$ cat config.mk
export PLATFORM = sky130hd
export DESIGN_NAME = bus_device_info_responder
export DESIGN_NICKNAME = d
export VERILOG_FILES = /design/src/rtl/bdir_pkg.sv /design/src/rtl/bus_device_info_responder.sv
export SDC_FILE = /design/constraint.sdc
export NUM_CORES = 1
export LEC_CHECK = 0
export ABC_AREA = 1
export BUFFER_PORTS_ARGS = -buffer_cell sky130_fd_sc_hd__buf_2
export CORE_AREA = 10 10 205 110
export CTS_CLUSTER_DIAMETER = 30
export CTS_CLUSTER_SIZE = 8
export DETAILED_ROUTE_END_ITERATION = 7
export DIE_AREA = 0 0 215 120
export PLACE_DENSITY = 0.5
export SKIP_LAST_GASP = 1
export SLEW_MARGIN = 20
export SYNTH_ARGS = -nofsm -noshare
export SYNTH_HDL_FRONTEND = slang
export SYNTH_SLANG_ARGS = --single-unit
$ cat constraint.sdc
create_clock -name clk_i -period 5.92 [get_ports clk_i]
set_input_delay 0.296 -clock clk_i [delete_from_list [all_inputs] [get_ports clk_i]]
set_output_delay 0.296 -clock clk_i [all_outputs]
set_load 0.03 [all_outputs]
$ cat src/rtl/bdir_pkg.sv
// Package for the bus device info responder: codes, sizes and the info ROM.
package bdir_pkg;

  localparam int unsigned ReplyWordsDefault = 28;
  localparam int unsigned RomWords = 28;
  localparam int unsigned RomAw = $clog2(RomWords);

  localparam logic [7:0] ReplyOpcode = 8'd5;
  localparam logic [7:0] FrameCmdInfo = 8'd1;
  localparam logic [31:0] AllOnes = 32'hFFFF_FFFF;

  typedef enum logic {
    CMD_WRITE = 1'b0,
    CMD_READ  = 1'b1
  } cmd_e;

  typedef enum logic [1:0] {
    ST_OK          = 2'd0,
    ST_WR_IGNORED  = 2'd1,
    ST_RD_REJECTED = 2'd2,
    ST_FRAME_DONE  = 2'd3
  } status_e;

  typedef logic [31:0] rom_t [RomWords];

  localparam rom_t InfoRom = '{
    32'h00000001, 32'h000f06fe, 32'h00000000, 32'h00000000,
    32'hff004472, 32'h65616d63, 32'h61737420, 32'h436f6e74,
    32'h726f6c6c, 32'h65722020, 32'h20202020, 32'h20202020,
    32'h50726f64, 32'h75636564, 32'h20427920, 32'h6f722055,
    32'h6e646572, 32'h204c6963, 32'h656e7365, 32'h2046726f,
    32'h6d205345, 32'h47412045, 32'h4e544552, 32'h50524953,
    32'h45532c4c, 32'h54442e20, 32'h20202020, 32'hae01f401
  };

endpackage

$ cat src/rtl/bus_device_info_responder.sv
// Top level of the bus device info responder: frame receive and reply transmit.
//
//  channel   dir  tdata           tuser (low bit up)
//  s_axis    in   write_data[31:0] command
//  m_axis    out  read_data[31:0]  more_words, status[1:0]
//
// One transfer per cycle in each direction while the output is not stalled; each
// input transfer yields one output transfer through the output register.
// The info ROM is read ahead into a register, addressed by the next reply index.
// Input is taken while the output register is empty or being drained.
// Reset clears all frame state and returns the block to receive.
module bus_device_info_responder #(
  parameter int unsigned REPLY_WORDS = bdir_pkg::ReplyWordsDefault
) (
  input  logic        clk_i,
  input  logic        rst_ni,
  input  logic        s_axis_tvalid_i,
  output logic        s_axis_tready_o,
  input  logic [31:0] s_axis_tdata_i,   // write_data
  input  logic        s_axis_tuser_i,   // command
  output logic        m_axis_tvalid_o,
  input  logic        m_axis_tready_i,
  output logic [31:0] m_axis_tdata_o,   // read_data
  output logic [2:0]  m_axis_tuser_o    // more_words, status[1:0]
);

  localparam logic [7:0] ReplyLen = 8'(REPLY_WORDS);
  localparam logic [8:0] ReplyLast = 9'(REPLY_WORDS);

  logic       tx_q, tx_d;
  logic [7:0] idx_q, idx_d;
  logic [7:0] cmd_q, cmd_d;
  logic [7:0] src_q, src_d;
  logic [7:0] dst_q, dst_d;
  logic [7:0] size_q, size_d;
  logic       known_q, known_d;

  logic        out_vld_q;
  logic [31:0] out_data_q, out_data_d;
  logic        out_more_q, out_more_d;
  bdir_pkg::status_e out_st_q, out_st_d;

  logic [31:0] rom_q;
  logic [7:0]  rom_addr;
  logic        rom_hit;

  logic        accept;
  logic [7:0]  idx_inc;
  logic [8:0]  idx_next;
  logic [7:0]  size_eff;

  assign s_axis_tready_o = !out_vld_q || m_axis_tready_i;
  assign accept = s_axis_tvalid_i && s_axis_tready_o;

  always_comb begin
    tx_d       = tx_q;
    idx_d      = idx_q;
    cmd_d      = cmd_q;
    src_d      = src_q;
    dst_d      = dst_q;
    size_d     = size_q;
    known_d    = known_q;
    out_data_d = '0;
    out_more_d = 1'b0;
    out_st_d   = bdir_pkg::ST_OK;
    idx_inc    = idx_q + 8'd1;
    idx_next   = {1'b0, idx_q} + 9'd1;
    size_eff   = (idx_q == 8'd0) ? s_axis_tdata_i[31:24] : size_q;
    if (accept) begin
      unique case (bdir_pkg::cmd_e'(s_axis_tuser_i))
        bdir_pkg::CMD_WRITE: begin
          if (tx_q) begin
            out_st_d = bdir_pkg::ST_WR_IGNORED;
          end else begin
            if (idx_q == 8'd0) begin
              cmd_d  = s_axis_tdata_i[7:0];
              src_d  = s_axis_tdata_i[15:8];
              dst_d  = s_axis_tdata_i[23:16];
              size_d = s_axis_tdata_i[31:24];
            end
            idx_d = idx_inc;
            if (idx_inc >= size_eff || idx_inc == 8'd0) begin
              tx_d     = 1'b1;
              idx_d    = 8'd0;
              known_d  = (cmd_d == bdir_pkg::FrameCmdInfo);
              out_st_d = bdir_pkg::ST_FRAME_DONE;
            end
          end
        end
        bdir_pkg::CMD_READ: begin
          if (!tx_q || !known_q) begin
            out_data_d = bdir_pkg::AllOnes;
            out_st_d   = bdir_pkg::ST_RD_REJECTED;
          end else begin
            out_data_d = (idx_q == 8'd0)
                       ? {bdir_pkg::ReplyOpcode, dst_q, src_q | 8'd1, ReplyLen}
                       : rom_q;
            if (idx_next > ReplyLast) begin
              tx_d  = 1'b0;
              idx_d = 8'd0;
            end else begin
              idx_d      = idx_next[7:0];
              out_more_d = 1'b1;
            end
          end
        end
        default: ;
      endcase
    end
  end

  // ROM prefetch: word for the index the next transfer will see
  assign rom_addr = idx_d - 8'd1;
  assign rom_hit  = (idx_d != 8'd0) && (rom_addr < 8'(bdir_pkg::RomWords));

  always_ff @(posedge clk_i) begin
    if (rom_hit) begin
      rom_q <= bdir_pkg::InfoRom[rom_addr[bdir_pkg::RomAw-1:0]];
    end else begin
      rom_q <= '0;
    end
  end

  always_ff @(posedge clk_i or negedge rst_ni) begin
    if (!rst_ni) begin
      tx_q      <= 1'b0;
      idx_q     <= '0;
      cmd_q     <= '0;
      src_q     <= '0;
      dst_q     <= '0;
      size_q    <= '0;
      known_q   <= 1'b0;
      out_vld_q <= 1'b0;
    end else begin
      tx_q    <= tx_d;
      idx_q   <= idx_d;
      cmd_q   <= cmd_d;
      src_q   <= src_d;
      dst_q   <= dst_d;
      size_q  <= size_d;
      known_q <= known_d;
      if (accept) begin
        out_vld_q <= 1'b1;
      end else if (m_axis_tready_i) begin
        out_vld_q <= 1'b0;
      end
    end
  end

  always_ff @(posedge clk_i) begin
    if (accept) begin
      out_data_q <= out_data_d;
      out_more_q <= out_more_d;
      out_st_q   <= out_st_d;
    end
  end

  assign m_axis_tvalid_o = out_vld_q;
  assign m_axis_tdata_o  = out_data_q;
  assign m_axis_tuser_o  = {out_st_q, out_more_q};

endmodule

Yosys cells after proc, flatten, opt, wreduce, memory -nomap -nowiden. Memories as Yosys holds them, arrays and structs flattened. A register that Yosys moved wholly into a read port is not among the register bits. Index checks and enable logic that the tools add are counted. Widths: inputs -> output; s select.

Memories: 1. ROM bits: 1024. Logic and storage cells: 67. Input port bits: 37. Output and inout bits: 37. Register bits after elaboration: 78.

Memory list: (name not given) (words 32, width 32, read ports 1, clocked after memory_dff 1, write ports 0, RTL line bus_device_info_responder.sv:118) `rom_q <= bdir_pkg::InfoRom[rom_addr[bdir_pkg::RomAw-1:0]];`.

Magnitude comparators: 3. Equality and inequality tests: 3. Reductions and logical operators: 18. Mux-type cells: 25. Bitwise operators: 3. Add/sub/neg operators: 3.

Operator list (number): $mux 8 (10); $mux 32 (2); $logic_not 8->1 (2); $pmux 8 s2 (1); $add 8x1->9 const B (1); $gt 9x5->1 const B (1); $add 8x1->8 const B (1); $eq 8x1->1 const B (1); $ge 8x8->1 (1); $lt 8x5->1 const B (1); $reduce_and 4->1 (2); $reduce_bool 8->1 (1); $sub 8x1->8 const B (1); $mux 1 (7); $mux 2 (3); $not 5->6 (1); $reduce_and 3->1 (2); $logic_not 1->1 (4); $pmux 2 s2 (1); $logic_or 1x1->1 (3); $logic_and 1x1->1 (2); $ne 2x1->1 const B (1); $ne 2x2->1 const B (1); $not 1->1 (2); other kinds (3) (3).

Depth between registers and ports, before layout. Gate-level depths: netlist of the first run.

Depth in word-level cells: 12. Gate-level depth with buffers: 33. Gate-level depth less buffers: 32.

Worst setup path before layout of the first run. Ideal clock, no wire load.

Path kind: register to register. From: register idx_q[0]. To: register rom_q[2]. Setup slack: 1.695 ns. Path buffers: 2. Stages on the path, launching flop included: 28. Arrival: 4.112 ns. Required time: 5.807 ns. Clock period less this slack: 4.225 ns. Cells stage by stage: dfrtp_1 inv_1 ha_1 nand2_1 nor2_1 nand2_1 clkbuf_1 mux2i_1 ha_1 nand2_1 nand3_1 nand2_1 nand2_1 a21oi_1 nand4_1 nand2_1 nand2_1 nand2_4 nand2_4 ha_1 nand3_2 nand2_1 buf_2 ha_1 nor2_1 nor2_1 nor2_1 nor2_1.

Cells in the longest elaborated chain, start to end: 12. Elaborated cells on any way between the ends: 20. Classes of those cells: add/sub (3); order compare (3); mux (7); bitwise (1); reduce/logical (6).

RTL lines: start: declaration (RTL line bus_device_info_responder.sv:31) `logic [7:0] idx_q, idx_d;`; start signal: assignment (RTL line bus_device_info_responder.sv:136) `idx_q <= idx_d;`; parallel branches: the longest is 7 deep, another holds $add 8x1->8; $mux 8 * (RTL line bus_device_info_responder.sv:69) `if (accept) begin`; $sub 8x1->8 (RTL line bus_device_info_responder.sv:113) `assign rom_addr = idx_d - 8'd1;`; $lt 8x5->1 (RTL line bus_device_info_responder.sv:114) `assign rom_hit = (idx_d != 8'd0) && (rom_addr < 8'(bdir_pkg::RomWords));`; $logic_and 1x1->1 (RTL line bus_device_info_responder.sv:114); $logic_not 1->1 (no line); end: declaration (RTL line bus_device_info_responder.sv:43) `logic [31:0] rom_q;`.

Mark *: on every way between the ends. A chain may end at the register's enable or synchronous reset.

Worst setup path after layout of the first run.
From: register idx_q[0]. To: register rom_q[4].

Same word-level chain as after synthesis.

==> impl_metrics.env, run 1 <==
export IMPL_drt_iter0_markers=600
export IMPL_synth_area_leaders="sky130_fd_sc_hd__dfrtp_1 16%, sky130_fd_sc_hd__edfxtp_1 16%, sky130_fd_sc_hd__nand2_1 16%, sky130_fd_sc_hd__dfxtp_1 9.5%, sky130_fd_sc_hd__nand3_1 6.9%"
export IMPL_critPathArrivalTime_ns=5.48
export IMPL_place_area_um2=7120
export IMPL_power_combinational_fraction_pct=64.8
export IMPL_intPower_mw=2.31
export IMPL_gr_ovfl_total=0
export IMPL_async_reset_ff_share_pct=38.9
export IMPL_gate_count_post_synth=866
export IMPL_initial_util_pct=34.4
export IMPL_cts_tree="yes"
export IMPL_final_area_um2=7420
export IMPL_synth_compound_gate_area_share_pct=5.61
export IMPL_setup_viol=0
export IMPL_highest_signal_layer="met4"
export IMPL_floorplan_io_pins=74
export IMPL_synthAdderAreaFrac_pct=3.82
export IMPL_cts_repair_timing_setup_buffer_count=0
export IMPL_largest_family_of_logic_cells_by_synthesized_area="simple AND/OR/NAND/NOR gates"
export IMPL_grt_first_pass_wirelength_mm=31.8
export IMPL_worstSetupEndpointType="register"
export IMPL_worst_path_largest_cell_delay_ns=0.61
export IMPL_yosys_top_cells_count="271 x sky130_fd_sc_hd__nand2_1, 91 x sky130_fd_sc_hd__nand3_1, 86 x sky130_fd_sc_hd__inv_1, 86 x sky130_fd_sc_hd__nor2_1, 42 x sky130_fd_sc_hd__dfrtp_1"
export IMPL_wire_per_inst_um=16.3
export IMPL_firstDrtPassIters=5
export IMPL_worstSetupPathType="register to register"
export IMPL_leading_cell_type_by_number_of_instances_after_synthesis="sky130_fd_sc_hd__nand2_1"
export IMPL_power_per_standard_cell_area_nw_per_um2=674
export IMPL_antenna_violations_before_repair=0
export IMPL_grt_start_max_net_pins=43
export IMPL_nets=982
export IMPL_detailedPlacementHpwl_mm=14.9
export IMPL_max_vdd_ir_drop_mv=0.245
export IMPL_switching_share_pct=53.9
export IMPL_post_synth_and_or_nand_nor_area_fraction_pct=37.0
export IMPL_drv_slew=0
export IMPL_logic_depth_of_the_worst_register_to_register_path=23
export IMPL_buffer_ports_inserted=72
export IMPL_r2r_setup_slack_ns=0.70
export IMPL_dominantRegCellSynth="sky130_fd_sc_hd__dfrtp_1"
export IMPL_netSwitchingPower_mw=2.69
export IMPL_netlist_cell_type_count=40
export IMPL_dieHeight_um=120
export IMPL_finalWeightedCongestion=0.946
export IMPL_min_period_ns=5.22
export IMPL_post_detailed_routing_wire_length_mm=19.5
export IMPL_setup_tns_final_ns=0
export IMPL_setup_slack_ns=0.700
export IMPL_final_min_period_over_clock_period_pct=88.2
export IMPL_max_clock_freq_mhz=192
export IMPL_cp_startpoint="idx_q[0]"
export IMPL_clkSinkCount=108
export IMPL_cts_repair_resize_count=0
export IMPL_syn_avg_cell_area_um2=7.57
export IMPL_cp_endpoint="rom_q[4]"
export IMPL_clock_insertion_delay_worst_skew_ns=0.36
export IMPL_crit_chain="inv_1, ha_1, nand2_1, nor2_1, nand2_1, buf_4, mux2i_1, ha_1, a21oi_1, o21ai_0, a21oi_1, buf_4, nand4_1, nand2_1, nand2_1, nand2_4, nand2_4, ha_1, nand3_2, nand2_1, nand3_2, nand3_2, nor2_1"
export IMPL_area_growth_pct=13.1
export IMPL_design_core_area_um2=19100
export IMPL_dp_worst_setup_slack_ns=0.833
export IMPL_yosys_area_top_type_share_pct=16.0
export IMPL_synth_seq_area_share_pct=41.5
export IMPL_drt_met1_wl_mm=11.0
export IMPL_htree_num_levels=3
export IMPL_synth_xor_xnor_area_share_pct=0
export IMPL_yosys_warnings=0
export IMPL_route_met3_wl_mm=1.68
export IMPL_synth_seq_cells=108
export IMPL_grt_pass1_vias=5478
export IMPL_crit_path_max_fanout=31
export IMPL_crit_required_ns=6.18
export IMPL_routed_via_density=4.84
export IMPL_slowest_cell_on_the_critical_path="sky130_fd_sc_hd__dfrtp_1"
export IMPL_final_hold_viol_count=0
export IMPL_synthDominantAreaCellType="sky130_fd_sc_hd__dfrtp_1"
export IMPL_grt_total_usage_pct=15.4
export IMPL_crit_reg2reg_launch="idx_q[0]"
export IMPL_count_of_hold_buffers_inserted_by_post_cts_repair=0
export IMPL_post_synthesis_net_count=923
export IMPL_grt_setup_unrepaired="false"
export IMPL_critical_path_most_common_cell="sky130_fd_sc_hd__nand2_1"
export IMPL_floorplan_rows=36
export IMPL_synthesis_area_um2=6560
export IMPL_run_status="completed"
export IMPL_max_slew_margin_rel_pct=38.7
export IMPL_wl_met2_mm=6.87
export IMPL_startpoint_type="register"
export IMPL_clock_tree_buffer_depth=2
export IMPL_cap_viol_max_count=0
export IMPL_die_width_um=215
export IMPL_synth_enable_flop_cells=35
export IMPL_min_path_type="input port to async pin"
export IMPL_tightest_slew_ns=0.916
export IMPL_root_buffer="sky130_fd_sc_hd__clkbuf_16"
export IMPL_leakage_nw=3.77
export IMPL_route_antenna_remaining_nets=0
export IMPL_clkPwrFrac_pct=12.3
export IMPL_sequential_group_share_of_total_power_pct=22.9
export IMPL_layout_drive_gt1_share_pct=19.0
export IMPL_post_synth_mux_area_share_pct=3.34
export IMPL_fp_dieArea_um2=25800
export IMPL_clk_pin_slew_worst_paths_ns=0.07
export IMPL_antenna_diode_instance_count=0
export IMPL_r2r_end="rom_q[4]"
export IMPL_num_vias=5786
export IMPL_skew_ns=0.00733
export IMPL_drcViolationCount=0
export IMPL_tritoncts_num_buffers=9
[worst min-delay path by stage]
stage                endpoint  cells after the start   start  slack [ns]
floorplan            cmd_q[0]                      0  rst_ni      0.0004
global placement    size_q[4]                      2  rst_ni        0.45
detailed placement  size_q[4]                      2  rst_ni        0.44
CTS                 size_q[4]                      2  rst_ni        0.06
global route        size_q[4]                      2  rst_ni         0.1
finish              size_q[4]                      2  rst_ni        0.04
[registers in the layout (all words and copies together) (netlist names)]
name	flops
m_axis_tvalid_o	1
rom_q	31
cmd_q	8
size_q	8
idx_q	8
out_more_q	1
m_axis_tdata_o	32
src_q	7
dst_q	8
out_st_q	2
known_q	1
tx_q	1
[cell type report]
type                       count  area (µm²)
clock buffer                  13         250
clock inverter                 3        46.3
fill                        2041       11600
inverter                      93         349
multi-input combinational    629        3270
sequential                   108        2720
tap                          266         333
timing repair buffer          84         450
[metal layers]
metal	global-route usage, %	vias up
met4	2.10	0
met2	18.8	186
li1	-	2898
met3	4.76	2
met1	24.9	2700
met5	0	-
[critical path, delay by kind of cell (launching register included)]
family	cells	cell delay, ns
compound gates	3	0.42
fa+ha+maj	3	0.79
buf+inv	3	0.64
flops	1	0.61
mux	1	0.29
simple gates	13	2.32
[kinds of logic (layout without fill, tap and decap cells)]
group                      after synthesis  after routing
muxes                                   20             20
DFF                                    108            108
and+or+nand+nor                        523            523
adders and majority gates               20             20
buffers and inverters                  129            193
AOI/OAI and AO/OA                       66             66
[per-stage QoR]
step                total power [mW]  util, %  std cells  hold slack, ns
global placement                4.35     37.4       1180           0.447
detailed placement              4.32     37.4       1180           0.444
finish                          5.00     38.9       1196          0.0353
CTS                             4.96     38.9       1196          0.0608
floorplan                       3.63        -        866        0.000409
global route                    5.47     38.9       1196          0.0992
[layout by cell type (no fill, tap or decap), types with 6 or more instances in the layout]
| master | netlist | layout |
|---|---|---|
| sky130_fd_sc_hd__mux2_2 | 15 | 15 |
| sky130_fd_sc_hd__ha_1 | 20 | 20 |
| sky130_fd_sc_hd__nor2_4 | 7 | 7 |
| sky130_fd_sc_hd__o21ai_0 | 29 | 29 |
| sky130_fd_sc_hd__buf_2 | 6 | 72 |
| sky130_fd_sc_hd__dfxtp_1 | 31 | 31 |
| sky130_fd_sc_hd__nand2_1 | 271 | 271 |
| sky130_fd_sc_hd__edfxtp_1 | 35 | 35 |
| sky130_fd_sc_hd__buf_4 | 6 | 12 |
| sky130_fd_sc_hd__nor2_1 | 86 | 86 |
| sky130_fd_sc_hd__inv_1 | 86 | 86 |
| sky130_fd_sc_hd__nand3_1 | 91 | 91 |
| sky130_fd_sc_hd__nor2_2 | 12 | 12 |
| sky130_fd_sc_hd__clkbuf_16 | 0 | 9 |
| sky130_fd_sc_hd__a21oi_1 | 25 | 25 |
| sky130_fd_sc_hd__nand3_2 | 6 | 6 |
| sky130_fd_sc_hd__nand2_4 | 9 | 9 |
| sky130_fd_sc_hd__nand4_1 | 11 | 11 |
| sky130_fd_sc_hd__dfrtp_1 | 42 | 42 |
| sky130_fd_sc_hd__nand2_2 | 16 | 16 |
[power by group through the flow]
| stage | Sequential, mW | Clock (mW) | Combinational [mW] |
|---|---|---|---|
| 2_1_floorplan | 1.16 | 0 | 2.47 |
| 3_3_place_gp | 1.16 | 0 | 3.19 |
| 3_5_place_dp | 1.16 | 0 | 3.17 |
| 4_1_cts | 1.14 | 0.630 | 3.19 |
| 5_1_grt | 1.17 | 0.660 | 3.63 |
| 6_report | 1.15 | 0.615 | 3.24 |
Note: power is estimated with default switching activity, not from simulation.
==> inputs of run 2 (changes only) <==
--- a/config.mk
+++ b/config.mk
@@ -7,12 +7,12 @@
 export LEC_CHECK = 0
 export ABC_AREA = 1
 export BUFFER_PORTS_ARGS = -buffer_cell sky130_fd_sc_hd__buf_2
-export CORE_AREA = 10 10 205 110
+export CORE_AREA = 10 10 161 88
 export CTS_CLUSTER_DIAMETER = 30
 export CTS_CLUSTER_SIZE = 8
 export DETAILED_ROUTE_END_ITERATION = 7
-export DIE_AREA = 0 0 215 120
-export PLACE_DENSITY = 0.5
+export DIE_AREA = 0 0 171 98
+export PLACE_DENSITY = 0.77
 export SKIP_LAST_GASP = 1
 export SLEW_MARGIN = 20
 export SYNTH_ARGS = -nofsm -noshare
==> run 2 against run 1 <==
  * Utilization rose by 24 points
  * Clock skew is 0.0015 ns lower
  * Clock-buffer cell count decreased by 4
  * Design area down 2.1%
  * Non-clock buffer count decreased by 3
  * Hold slack worse by 0.018 ns
  * Critical path depth rose by 3
  * Largest cell class unchanged
==> impl_metrics.env, run 2 (synthesized netlist as in run 1, its figures left out) <==
export IMPL_run_status="completed"
export IMPL_sequential_cell_area_um2=2720
export IMPL_most_common_cell_after_layout_fill_and_taps_aside="sky130_fd_sc_hd__nand2_1"
export IMPL_max_clock_freq_mhz=188
export IMPL_num_vias=6064
export IMPL_worst_path_largest_cell_delay_ns=0.61
export IMPL_skew_ns=0.00582
export IMPL_startpoint_type="register"
export IMPL_antenna_diode_instance_count=0
export IMPL_place_inst=1061
export IMPL_buffer_ports_inserted=72
export IMPL_tritoncts_num_buffers=9
export IMPL_die_width_um=171
export IMPL_crit_required_ns=6.19
export IMPL_logic_depth_of_the_worst_register_to_register_path=26
export IMPL_grt_pass1_vias=5493
export IMPL_post_layout_nonfiller_instances=1077
export IMPL_worstSetupEndpointType="register"
export IMPL_fp_dieArea_um2=16800
export IMPL_antenna_violations_before_repair=0
export IMPL_cts_repair_timing_setup_buffer_count=0
export IMPL_cp_startpoint="idx_q[0]"
export IMPL_final_min_period_over_clock_period_pct=89.7
export IMPL_most_common_layout_cells="271 x sky130_fd_sc_hd__nand2_1, 91 x sky130_fd_sc_hd__nand3_1, 86 x sky130_fd_sc_hd__inv_1, 86 x sky130_fd_sc_hd__nor2_1, 72 x sky130_fd_sc_hd__buf_2"
export IMPL_dieHeight_um=98
export IMPL_clock_tree_buffer_depth=2
export IMPL_setup_tns_final_ns=0
export IMPL_min_period_ns=5.31
export IMPL_firstDrtPassIters=6
export IMPL_filler_cell_count=1015
export IMPL_cts_repair_resize_count=0
export IMPL_post_detailed_routing_wire_length_mm=18.2
export IMPL_wire_per_inst_um=16.9
export IMPL_crit_path_max_fanout=31
export IMPL_setup_slack_ns=0.611
export IMPL_critPathArrivalTime_ns=5.57
export IMPL_clkSinkCount=108
export IMPL_drv_slew=0
export IMPL_min_path_type="input port to async pin"
export IMPL_grt_first_pass_wirelength_mm=29.0
export IMPL_cap_viol_max_count=0
export IMPL_root_buffer="sky130_fd_sc_hd__clkbuf_16"
export IMPL_floorplan_io_pins=74
export IMPL_routed_via_density=5.63
export IMPL_route_antenna_remaining_nets=0
export IMPL_drt_iter0_markers=782
export IMPL_critical_path_most_common_cell="sky130_fd_sc_hd__nand2_1"
export IMPL_clk_pin_slew_worst_paths_ns=0.08
export IMPL_cts_tree="yes"
export IMPL_layout_drive_gt1_share_pct=19.1
export IMPL_clock_insertion_delay_worst_skew_ns=0.36
export IMPL_dp_worst_setup_slack_ns=0.733
export IMPL_drcViolationCount=0
export IMPL_nets=979
export IMPL_design_core_area_um2=11500
export IMPL_initial_util_pct=57.1
export IMPL_htree_num_levels=3
export IMPL_r2r_end="rom_q[12]"
export IMPL_slowest_cell_on_the_critical_path="sky130_fd_sc_hd__dfrtp_1"
export IMPL_footprint_of_the_multi_input_gates_um2=3270
export IMPL_finalWeightedCongestion=1.03
export IMPL_r2r_setup_slack_ns=0.61
export IMPL_count_of_hold_buffers_inserted_by_post_cts_repair=0
export IMPL_grt_start_max_net_pins=43
export IMPL_gr_ovfl_total=0
export IMPL_area_growth_pct=10.8
export IMPL_grt_setup_unrepaired="false"
export IMPL_worstSetupPathType="register to register"
export IMPL_detailedPlacementHpwl_mm=13.3
export IMPL_max_slew_margin_rel_pct=46.4
export IMPL_grt_total_usage_pct=21.4
export IMPL_setup_viol=0
export IMPL_tightest_slew_ns=0.801
export IMPL_final_hold_viol_count=0
export IMPL_number_of_flip_flops_under_the_largest_register_name=32
export IMPL_floorplan_rows=28
export IMPL_crit_reg2reg_launch="idx_q[0]"
## run 2: through the flow
stage | util [%] | hold slack (ns) | instance area [µm²]
after floorplan | - | 0.000409 | 6560
after global placement | 60.5 | 0.414 | 6950
after detailed placement | 60.5 | 0.413 | 6950
after CTS | 63.2 | 0.0287 | 7260
after global routing | 63.2 | 0.0667 | 7260
final | 63.2 | 0.0177 | 7260
## run 2: layout make-up
cell class	count	share of cell area, %
multi-input combinational	629	45.0
sequential	108	37.5
timing repair buffer	81	5.89
inverter	93	4.81
clock buffer	9	3.10
tap	150	2.58
clock inverter	7	1.19
## run 2: critical path: cells and delay by family, from the launching register on
family / cells / cell delay [ns]
AND/OR/NAND/NOR: 13 / 1.97
buffers and inverters: 6 / 1.13
adder cells (fa/ha/maj): 3 / 0.82
AO/OA/AOI/OAI: 4 / 0.65
flip-flops: 1 / 0.61
## run 2: routing by layer
layer	track usage [%]	vias to the layer above	share of wire, %
met2	27.9	356	38
met3	7.75	22	13
met5	0	-	0
met4	4.19	0	0.83
li1	-	2888	-
met1	32.5	2798	48
## run 2: worst max-delay path by stage
stage,end,slack [ns],cells after the start
2_1_floorplan,rom_q[2],1.70,27
3_3_place_gp,rom_q[28],0.86,31
3_5_place_dp,rom_q[12],0.73,26
4_1_cts,rom_q[12],0.69,26
5_1_grt,rom_q[28],0.20,31
6_report,rom_q[12],0.61,26
Power of run 2 is left out: the tool's default activity adds up to more than one toggle a clock period on the data nets, which glitch-free logic cannot reach.
